===== src/rtl/pf_pkg.sv =====
// Shared constants, types and helpers for the Playfair digraph encryptor.
package pf_pkg;

  localparam int unsigned SqDim    = 5;
  localparam int unsigned LetterW  = 5;
  localparam int unsigned PosW     = 3;
  localparam int unsigned CellCnt  = SqDim * SqDim;
  localparam int unsigned RowW     = SqDim * LetterW;
  localparam int unsigned CfgIdxW  = 3;

  localparam logic [LetterW-1:0] CodeI = 5'd8;
  localparam logic [LetterW-1:0] CodeJ = 5'd9;

  typedef logic [LetterW-1:0] letter_t;
  typedef logic [PosW-1:0]    pos_t;
  typedef logic [RowW-1:0]    key_row_t;

  typedef enum logic [CfgIdxW-1:0] {
    REG_KEY_ROW_ZERO  = 3'd0,
    REG_KEY_ROW_ONE   = 3'd1,
    REG_KEY_ROW_TWO   = 3'd2,
    REG_KEY_ROW_THREE = 3'd3,
    REG_KEY_ROW_FOUR  = 3'd4
  } cfg_idx_t;

  // Location of one letter in the square
  typedef struct packed {
    logic found;
    pos_t row;
    pos_t col;
  } loc_t;

  // Cell coordinates picked for one output letter
  typedef struct packed {
    pos_t row;
    pos_t col;
  } cell_sel_t;

  function automatic pos_t wrap_inc(input pos_t p);
    if (p == pos_t'(SqDim - 1)) begin
      return '0;
    end
    return p + pos_t'(1);
  endfunction

endpackage


===== src/rtl/pf_ifs.sv =====
// Handshake channel interfaces: digraph input, cipher output, register write.
interface pf_in_if;
  logic               valid;
  logic               ready;
  pf_pkg::letter_t    plain_first;
  pf_pkg::letter_t    plain_second;

  modport source (output valid, output plain_first, output plain_second, input ready);
  modport sink   (input valid, input plain_first, input plain_second, output ready);
endinterface

interface pf_out_if;
  logic               valid;
  logic               ready;
  pf_pkg::letter_t    cipher_first;
  pf_pkg::letter_t    cipher_second;
  logic               letter_missing;

  modport source (output valid, output cipher_first, output cipher_second,
                  output letter_missing, input ready);
  modport sink   (input valid, input cipher_first, input cipher_second,
                  input letter_missing, output ready);
endinterface

interface pf_cfg_if;
  logic                          valid;
  logic                          ready;
  logic [pf_pkg::CfgIdxW-1:0]    index;
  pf_pkg::key_row_t              data;

  modport source (output valid, output index, output data, input ready);
  modport sink   (input valid, input index, input data, output ready);
endinterface


===== src/rtl/playfair_digraph_encrypt.sv =====
// Playfair digraph encryptor: key square registers and four-stage pipeline.
//
// Encrypts one plaintext digraph per word against a 5x5 key square held in five
// row registers (register i is row i, column 0 in the low five bits). The
// pipeline takes a new word every clock while the output is not stalled, and
// each result passes through four registers in turn: stage one compares both
// letters against all 25 cells, stage two priority-encodes the first row-major
// match, stage three applies the row, column or rectangle rule, and the output
// register selects the cell letters. Back-pressure on the output stalls the
// stages in place without losing or repeating a word. Key writes are taken
// every cycle and should only be issued while the pipeline is empty. A letter
// I also matches a cell holding J; a letter missing from the square raises
// letter_missing and gives zero cipher letters.
module playfair_digraph_encrypt (
  input  logic          clk,
  input  logic          rst,
  pf_cfg_if.sink        cfg,
  pf_in_if.sink         din,
  pf_out_if.source      dout
);

  pf_pkg::letter_t key [pf_pkg::SqDim][pf_pkg::SqDim];
  pf_pkg::key_row_t key_row [pf_pkg::SqDim];

  // Key square registers
  assign cfg.ready = 1'b1;

  always_ff @(posedge clk) begin
    if (rst) begin
      for (int r = 0; r < pf_pkg::SqDim; r++) begin
        key_row[r] <= '0;
      end
    end else if (cfg.valid) begin
      unique case (pf_pkg::cfg_idx_t'(cfg.index))
        pf_pkg::REG_KEY_ROW_ZERO:  key_row[0] <= cfg.data;
        pf_pkg::REG_KEY_ROW_ONE:   key_row[1] <= cfg.data;
        pf_pkg::REG_KEY_ROW_TWO:   key_row[2] <= cfg.data;
        pf_pkg::REG_KEY_ROW_THREE: key_row[3] <= cfg.data;
        pf_pkg::REG_KEY_ROW_FOUR:  key_row[4] <= cfg.data;
        default: ;
      endcase
    end
  end

  always_comb begin
    for (int r = 0; r < pf_pkg::SqDim; r++) begin
      for (int c = 0; c < pf_pkg::SqDim; c++) begin
        key[r][c] = key_row[r][c*pf_pkg::LetterW +: pf_pkg::LetterW];
      end
    end
  end

  // Stage enables: a stage loads when it is empty or its content moves on
  logic v1, v2, v3, vo;
  logic en1, en2, en3, en_o;

  assign en_o      = !vo || dout.ready;
  assign en3       = !v3 || en_o;
  assign en2       = !v2 || en3;
  assign en1       = !v1 || en2;
  assign din.ready = en1;

  // Stage one: compare both letters against every cell
  logic [pf_pkg::CellCnt-1:0] hit_a, hit_b, hit_a_next, hit_b_next;

  always_comb begin
    for (int r = 0; r < pf_pkg::SqDim; r++) begin
      for (int c = 0; c < pf_pkg::SqDim; c++) begin
        hit_a_next[r*pf_pkg::SqDim + c] = (key[r][c] == din.plain_first) ||
          (key[r][c] == pf_pkg::CodeJ && din.plain_first == pf_pkg::CodeI);
        hit_b_next[r*pf_pkg::SqDim + c] = (key[r][c] == din.plain_second) ||
          (key[r][c] == pf_pkg::CodeJ && din.plain_second == pf_pkg::CodeI);
      end
    end
  end

  always_ff @(posedge clk) begin
    if (rst) begin
      v1 <= 1'b0;
    end else if (en1) begin
      v1 <= din.valid;
    end
  end

  always_ff @(posedge clk) begin
    if (en1) begin
      hit_a <= hit_a_next;
      hit_b <= hit_b_next;
    end
  end

  // Stage two: first match in row-major order
  pf_pkg::loc_t loc_a, loc_b, loc_a_next, loc_b_next;

  always_comb begin
    loc_a_next = '0;
    loc_b_next = '0;
    // walk downward so the lowest matching cell wins
    for (int r = pf_pkg::SqDim - 1; r >= 0; r--) begin
      for (int c = pf_pkg::SqDim - 1; c >= 0; c--) begin
        if (hit_a[r*pf_pkg::SqDim + c]) begin
          loc_a_next.found = 1'b1;
          loc_a_next.row   = pf_pkg::PosW'(r);
          loc_a_next.col   = pf_pkg::PosW'(c);
        end
        if (hit_b[r*pf_pkg::SqDim + c]) begin
          loc_b_next.found = 1'b1;
          loc_b_next.row   = pf_pkg::PosW'(r);
          loc_b_next.col   = pf_pkg::PosW'(c);
        end
      end
    end
  end

  always_ff @(posedge clk) begin
    if (rst) begin
      v2 <= 1'b0;
    end else if (en2) begin
      v2 <= v1;
    end
  end

  always_ff @(posedge clk) begin
    if (en2) begin
      loc_a <= loc_a_next;
      loc_b <= loc_b_next;
    end
  end

  // Stage three: pick the output cells
  pf_pkg::cell_sel_t sel_a, sel_b, sel_a_next, sel_b_next;
  logic missing, missing_next;

  assign missing_next = !loc_a.found || !loc_b.found;

  always_comb begin
    priority if (loc_a.row == loc_b.row) begin
      sel_a_next = '{row: loc_a.row, col: pf_pkg::wrap_inc(loc_a.col)};
      sel_b_next = '{row: loc_b.row, col: pf_pkg::wrap_inc(loc_b.col)};
    end else if (loc_a.col == loc_b.col) begin
      sel_a_next = '{row: pf_pkg::wrap_inc(loc_a.row), col: loc_a.col};
      sel_b_next = '{row: pf_pkg::wrap_inc(loc_b.row), col: loc_b.col};
    end else begin
      sel_a_next = '{row: loc_a.row, col: loc_b.col};
      sel_b_next = '{row: loc_b.row, col: loc_a.col};
    end
  end

  always_ff @(posedge clk) begin
    if (rst) begin
      v3 <= 1'b0;
    end else if (en3) begin
      v3 <= v2;
    end
  end

  always_ff @(posedge clk) begin
    if (en3) begin
      sel_a   <= sel_a_next;
      sel_b   <= sel_b_next;
      missing <= missing_next;
    end
  end

  // Output register: read the selected cells
  pf_pkg::letter_t cipher_a, cipher_b;
  logic            missing_o;

  always_ff @(posedge clk) begin
    if (rst) begin
      vo <= 1'b0;
    end else if (en_o) begin
      vo <= v3;
    end
  end

  always_ff @(posedge clk) begin
    if (en_o) begin
      missing_o <= missing;
      if (missing) begin
        cipher_a <= '0;
        cipher_b <= '0;
      end else begin
        cipher_a <= key[sel_a.row][sel_a.col];
        cipher_b <= key[sel_b.row][sel_b.col];
      end
    end
  end

  assign dout.valid          = vo;
  assign dout.cipher_first   = cipher_a;
  assign dout.cipher_second  = cipher_b;
  assign dout.letter_missing = missing_o;

endmodule


===== src/flat_wrapper.sv =====
// flat-port wrapper written by rule: the top's interface ports become plain ports
module playfair_digraph_encrypt_flat 
  (clk, rst, cfg_valid, cfg_index, cfg_data, cfg_ready, din_valid, din_plain_first, din_plain_second, din_ready, dout_valid, dout_cipher_first, dout_cipher_second, dout_letter_missing, dout_ready);
  pf_cfg_if cfg_i ();
  pf_in_if din_i ();
  pf_out_if dout_i ();
  input  logic clk;
  input  logic rst;
  input wire logic [$bits(cfg_i.valid)-1:0] cfg_valid;
  input wire logic [$bits(cfg_i.index)-1:0] cfg_index;
  input wire logic [$bits(cfg_i.data)-1:0] cfg_data;
  output wire logic [$bits(cfg_i.ready)-1:0] cfg_ready;
  input wire logic [$bits(din_i.valid)-1:0] din_valid;
  input wire logic [$bits(din_i.plain_first)-1:0] din_plain_first;
  input wire logic [$bits(din_i.plain_second)-1:0] din_plain_second;
  output wire logic [$bits(din_i.ready)-1:0] din_ready;
  output wire logic [$bits(dout_i.valid)-1:0] dout_valid;
  output wire logic [$bits(dout_i.cipher_first)-1:0] dout_cipher_first;
  output wire logic [$bits(dout_i.cipher_second)-1:0] dout_cipher_second;
  output wire logic [$bits(dout_i.letter_missing)-1:0] dout_letter_missing;
  input wire logic [$bits(dout_i.ready)-1:0] dout_ready;
  assign cfg_i.valid = cfg_valid;
  assign cfg_i.index = cfg_index;
  assign cfg_i.data = cfg_data;
  assign cfg_ready = cfg_i.ready;
  assign din_i.valid = din_valid;
  assign din_i.plain_first = din_plain_first;
  assign din_i.plain_second = din_plain_second;
  assign din_ready = din_i.ready;
  assign dout_valid = dout_i.valid;
  assign dout_cipher_first = dout_i.cipher_first;
  assign dout_cipher_second = dout_i.cipher_second;
  assign dout_letter_missing = dout_i.letter_missing;
  assign dout_i.ready = dout_ready;
  playfair_digraph_encrypt u_core (.clk(clk), .rst(rst), .cfg(cfg_i), .din(din_i), .dout(dout_i));
endmodule

===== config.mk =====
export PLATFORM = sky130hd
export DESIGN_NAME = playfair_digraph_encrypt_flat
export DESIGN_NICKNAME = d
export VERILOG_FILES = /design/src/rtl/pf_pkg.sv /design/src/rtl/pf_ifs.sv /design/src/rtl/playfair_digraph_encrypt.sv /design/src/flat_wrapper.sv
export SDC_FILE = /design/constraint.sdc
export NUM_CORES = 1
export LEC_CHECK = 0
export BUFFER_PORTS_ARGS = -buffer_cell sky130_fd_sc_hd__buf_2
export CELL_PAD_IN_SITES_DETAIL_PLACEMENT = 1
export CELL_PAD_IN_SITES_GLOBAL_PLACEMENT = 1
export CORE_AREA = 2 2 175 177
export CTS_BUF_LIST = sky130_fd_sc_hd__clkbuf_8
export CTS_CLUSTER_DIAMETER = 60
export DETAILED_ROUTE_END_ITERATION = 10
export DIE_AREA = 0 0 177 179
export GPL_TIMING_DRIVEN = 0
export PLACE_DENSITY = 0.77
export SLEW_MARGIN = 10
export SYNTH_ARGS = -nofsm -noshare
export SYNTH_HDL_FRONTEND = slang
export SYNTH_SLANG_ARGS = --single-unit

===== constraint.sdc =====
create_clock -name clk -period 3.1 [get_ports clk]
set_input_delay 0.465 -clock clk [delete_from_list [all_inputs] [get_ports clk]]
set_output_delay 0.465 -clock clk [all_outputs]
set_load 0.02 [all_outputs]

==> metrics.md <==
| Metric | Value |
|---|---|
| CTS tree | `done` |
| GR Overflow Total | `0` |
| Final GP Congestion | `approximately 1.0` |
| Slack of the critical path | `between 0.3 and 0.4 ns` |
| R2r endpoint | `u_core.dout.cipher_second[3]$_SDFFCE_PP0P_` |
| Cell mode on critical path | `clkbuf_1` |
| Crit path DAT | `3.01 ns` |
| Share of post-route cells with drive strength above 1 | `between 10% and 20%` |
| Multi-input combinational cell area | `6380 um^2` |
| H-tree depth | `2` |
| Clock Latency Late Sink | `roughly 0.59 ns` |
| RSZ-0062 raised after global routing | `false` |
| Hold_sp | `din_valid` |
| Post-synthesis sequential area ratio | `49.0%` |
| Reg2reg path depth | `5` |
| Met2 Track Usage GR | `around 49%` |
| ANT cells | `0` |
| Die Ht | `179 um` |
| WP buf/inv | `2` |
| Final Cycle Share | `just under 90%` |
| Clk root buf | `clkbuf_8` |
| Std-Cell Rows | `64` |
| Max-slew violation count | `0` |
| First-pass GRT wire length | `about 68000 um` |
| R2R setup slack | `0.39 ns` |
| Die Area | `around 32000 um^2` |
| Core ar. | `30000 um^2` |
| Die Width | `between 150 and 200 um` |
| Combinational power share | `between 30% and 40%` |
| Pwr Total | `approximately 10 mW` |
| Final std cells w/o fill | `1593` |
| Hold Path Sink | `u_core.v1$_SDFFE_PP0P_` |
| Startpoint types | `flop` |
| Outcome | `finished clean` |
| Commonest non-fill, non-tap cells in the layout | `213 x edfxtp_1, 150 x xnor2_1, 106 x xor2_1` |
| Clock Path Buffers | `3` |
| Clock power frac | `26.4%` |
| Post-synth EDFFs | `around 210` |
| Vias per inst | `roughly 6.4` |
| CP cell instances | `clkbuf_1 > clkbuf_1 > mux4_2 > a22oi_1 > nand4_1` |
| Syn avg cell area | `approximately 12 um^2` |
| Hold path cells | `3` |
| Post-layout nets | `1220` |
| Async S/R FF share, synth | `0%` |
| Setup bufs post-CTS | `0` |
| Max IR drop VDD | `379 uV` |
| Top cells by area, synth | `edfxtp_1 48%, xnor2_1 9.9%, mux4_2 7.7%` |
| CP top delay family | `buffers and inverters` |
| CP Capture Type | `flop` |
| Synth unique cells | `53` |
| Clock Skew | `about 0.055 ns` |
| P_leak | `between 5 and 6 nW` |
| Post-Syn Instances | `about 1100` |
| Largest stage delay on the critical path | `around 0.65 ns` |
| Largest net degree at the start of global routing | `40` |
| Psw | `between 3 and 4 mW` |
| Final WL | `~47000 um` |
| Most common library cell in the layout ignoring fill and taps | `edfxtp_1` |
| GR Layer Usage met1 | `a little over a third` |
| Total number of vias | `10200` |
| HPWL Detailed | `~35000 um` |
| Clk sink count | `217` |
| Int Pwr | `roughly 6.5 mW` |
| Post-Place Cells | `between 1500 and 2000` |
| HP Class | `input port to flop` |
| Top_reg_cell synth | `edfxtp_1` |
| Filler instances | `3204` |
| Area growth, synth to finish | `11.6%` |
| Mapped Area | `13200 um^2` |
| Ports | `57` |
| Drt drc | `0` |
| # setup viols final | `0` |
| Register area | `around 6500 um^2` |
| Hold Buf Count CTS | `0` |
| Yosys warnings | `0` |
| Most used routing layer | `met2` |
| Slowest-stage cell, CP | `clkbuf_1` |
| Post-Place Worst Slack | `0.0930 ns` |
| PwrDens | `just under 700 nW/um^2` |
| Min Hold Slack | `~0.14 ns` |
| CTS buffer count | `39` |
| Switch share | `about a third` |
| M3 GR Usage | `under 10%` |
| Initial DRC Count | `around 1200` |
| Worst r2r src | `u_core.sel_b[1]$_DFFE_PP_` |
| Fmax | `around 370 MHz` |
| WP data required | `roughly 3.4 ns` |
| Number of routed nets with antenna violations | `0` |
| Syn Nets | `1133` |
| Seq pwr share | `just over 40%` |
| Final Core Density | `49.2%` |
| Final hold vios | `0` |
| Synth top area share | `between 40% and 50%` |
| Vias in the first global route | `~11000` |
| Initial antenna violation count | `2` |
| Final Critical Period | `2.71 ns` |
| Critical path peak fanout | `10` |
| Reg clk slew, reported paths | `0.06 ns` |
| WL/cell | `29.6 um` |
| First drt pass iteration count | `5` |
| Port bufs | `44` |
| GRT Resource Usage Total | `30.2%` |
| Largest area contributor in the netlist | `edfxtp_1` |
| Slew HR | `roughly 16%` |
| Max Cap Viol | `0` |
| Yosys reg bits | `217` |
| CP Class | `flop to flop` |
| Worst-Margin Slew | `~1.3 ns` |
| Initial core utilization | `approximately 44%` |
| CTS-repair resized insts | `0` |
[metrics by stage]
step	cell area [um^2]	TNS [ns]
floorplan	13200	0
global placement	13900	-8.96
detailed placement	14000	0
CTS	14800	0
global route	14800	0
finish	14800	0
[cell usage after synthesis, types with 5 or more instances]
cell type	n
edfxtp_1	213
xnor2_1	150
xor2_1	106
nand3_1	64
nand2_1	59
o32ai_1	50
mux4_2	45
nor2_1	45
o21ai_0	29
clkbuf_1	26
and2_1	25
inv_1	24
buf_2	23
mux2i_1	23
nor4b_1	23
nor3_1	20
a21oi_1	19
nor4_1	13
a31oi_1	12
or4_1	11
a22oi_1	10
buf_1	8
ha_1	8
nor2b_1	8
a32oi_1	5
mux4_1	5
[kinds of logic after synthesis]
logic type                 Yosys count  share of synthesized area, %
xor gates and xnor gates           256                          17.0
buffers and inverters               87                          2.91
AOI/OAI and AO/OA                  150                          8.16
other                                1                        0.0284
DFF                                217                          49.0
and+or+nand+nor                    289                          11.7
muxes                               74                          10.5
adders and majority gates            8                         0.757
[worst max path at each step]
stage / endpoint / cells after the start / start / slack, ns
after floorplan: u_core.hit_a[0]$_DFFE_PP_ / 3 / u_core.dout.valid$_SDFFE_PP0P_ / 0.58
after global placement: u_core.key_row[0][70]$_DFFE_PP_ / 4 / cfg_valid / -0.35
after detailed placement: u_core.hit_b[7]$_DFFE_PP_ / 4 / din_plain_second[1] / 0.09
after CTS: din_ready / 5 / u_core.dout.valid$_SDFFE_PP0P_ / 0.44
after global routing: din_ready / 5 / u_core.dout.valid$_SDFFE_PP0P_ / 0.28
final: u_core.dout.cipher_second[3]$_SDFFCE_PP0P_ / 5 / u_core.sel_b[1]$_DFFE_PP_ / 0.39
[state kept, by name, summed over array words and instances, names as in the netlist, 5 cells and up]
register                   flops
u_core.key_row               125
u_core.sel_b                   6
u_core.sel_a                   6
u_core.dout.cipher_second      5
u_core.loc_a                   7
u_core.hit_a                  25
u_core.dout.cipher_first       5
u_core.loc_b                   7
u_core.hit_b                  25
[metal layers]
layer	vias up	routed length, um
met5	-	0
met4	0	2940
met3	182	4760
met2	626	22000
met1	5114	17500
li1	4290	-
[tightest hold or removal path, delay by kind of cell]
kind | cells | cell delay, ns
simple gates | 1 | 0.07
compound gates | 1 | 0.03
buf+inv | 1 | 0.08
[area by class of cell]
type	instances	share of cell area (%)
Timing Repair Buffer	46	1.81
Clock inverter	29	1.37
Inverter	24	0.610
Tap cell	396	3.36
Buffer	63	2.00
Clock buffer	40	3.73
Multi-Input combinational cell	778	43.2
Sequential cell	217	43.9
[power by group through the flow]
stage                     clock network, mW  logic [mW]  registers, mW
final                                  2.64        3.20           4.14
after global routing                   2.79        3.40           4.16
after CTS                              2.68        3.14           4.12
after detailed placement                  0        3.13           4.17
after global placement                    0        3.01           4.15
after floorplan                           0        2.20           4.01
No activity file was read; power rests on OpenSTA's default activity.
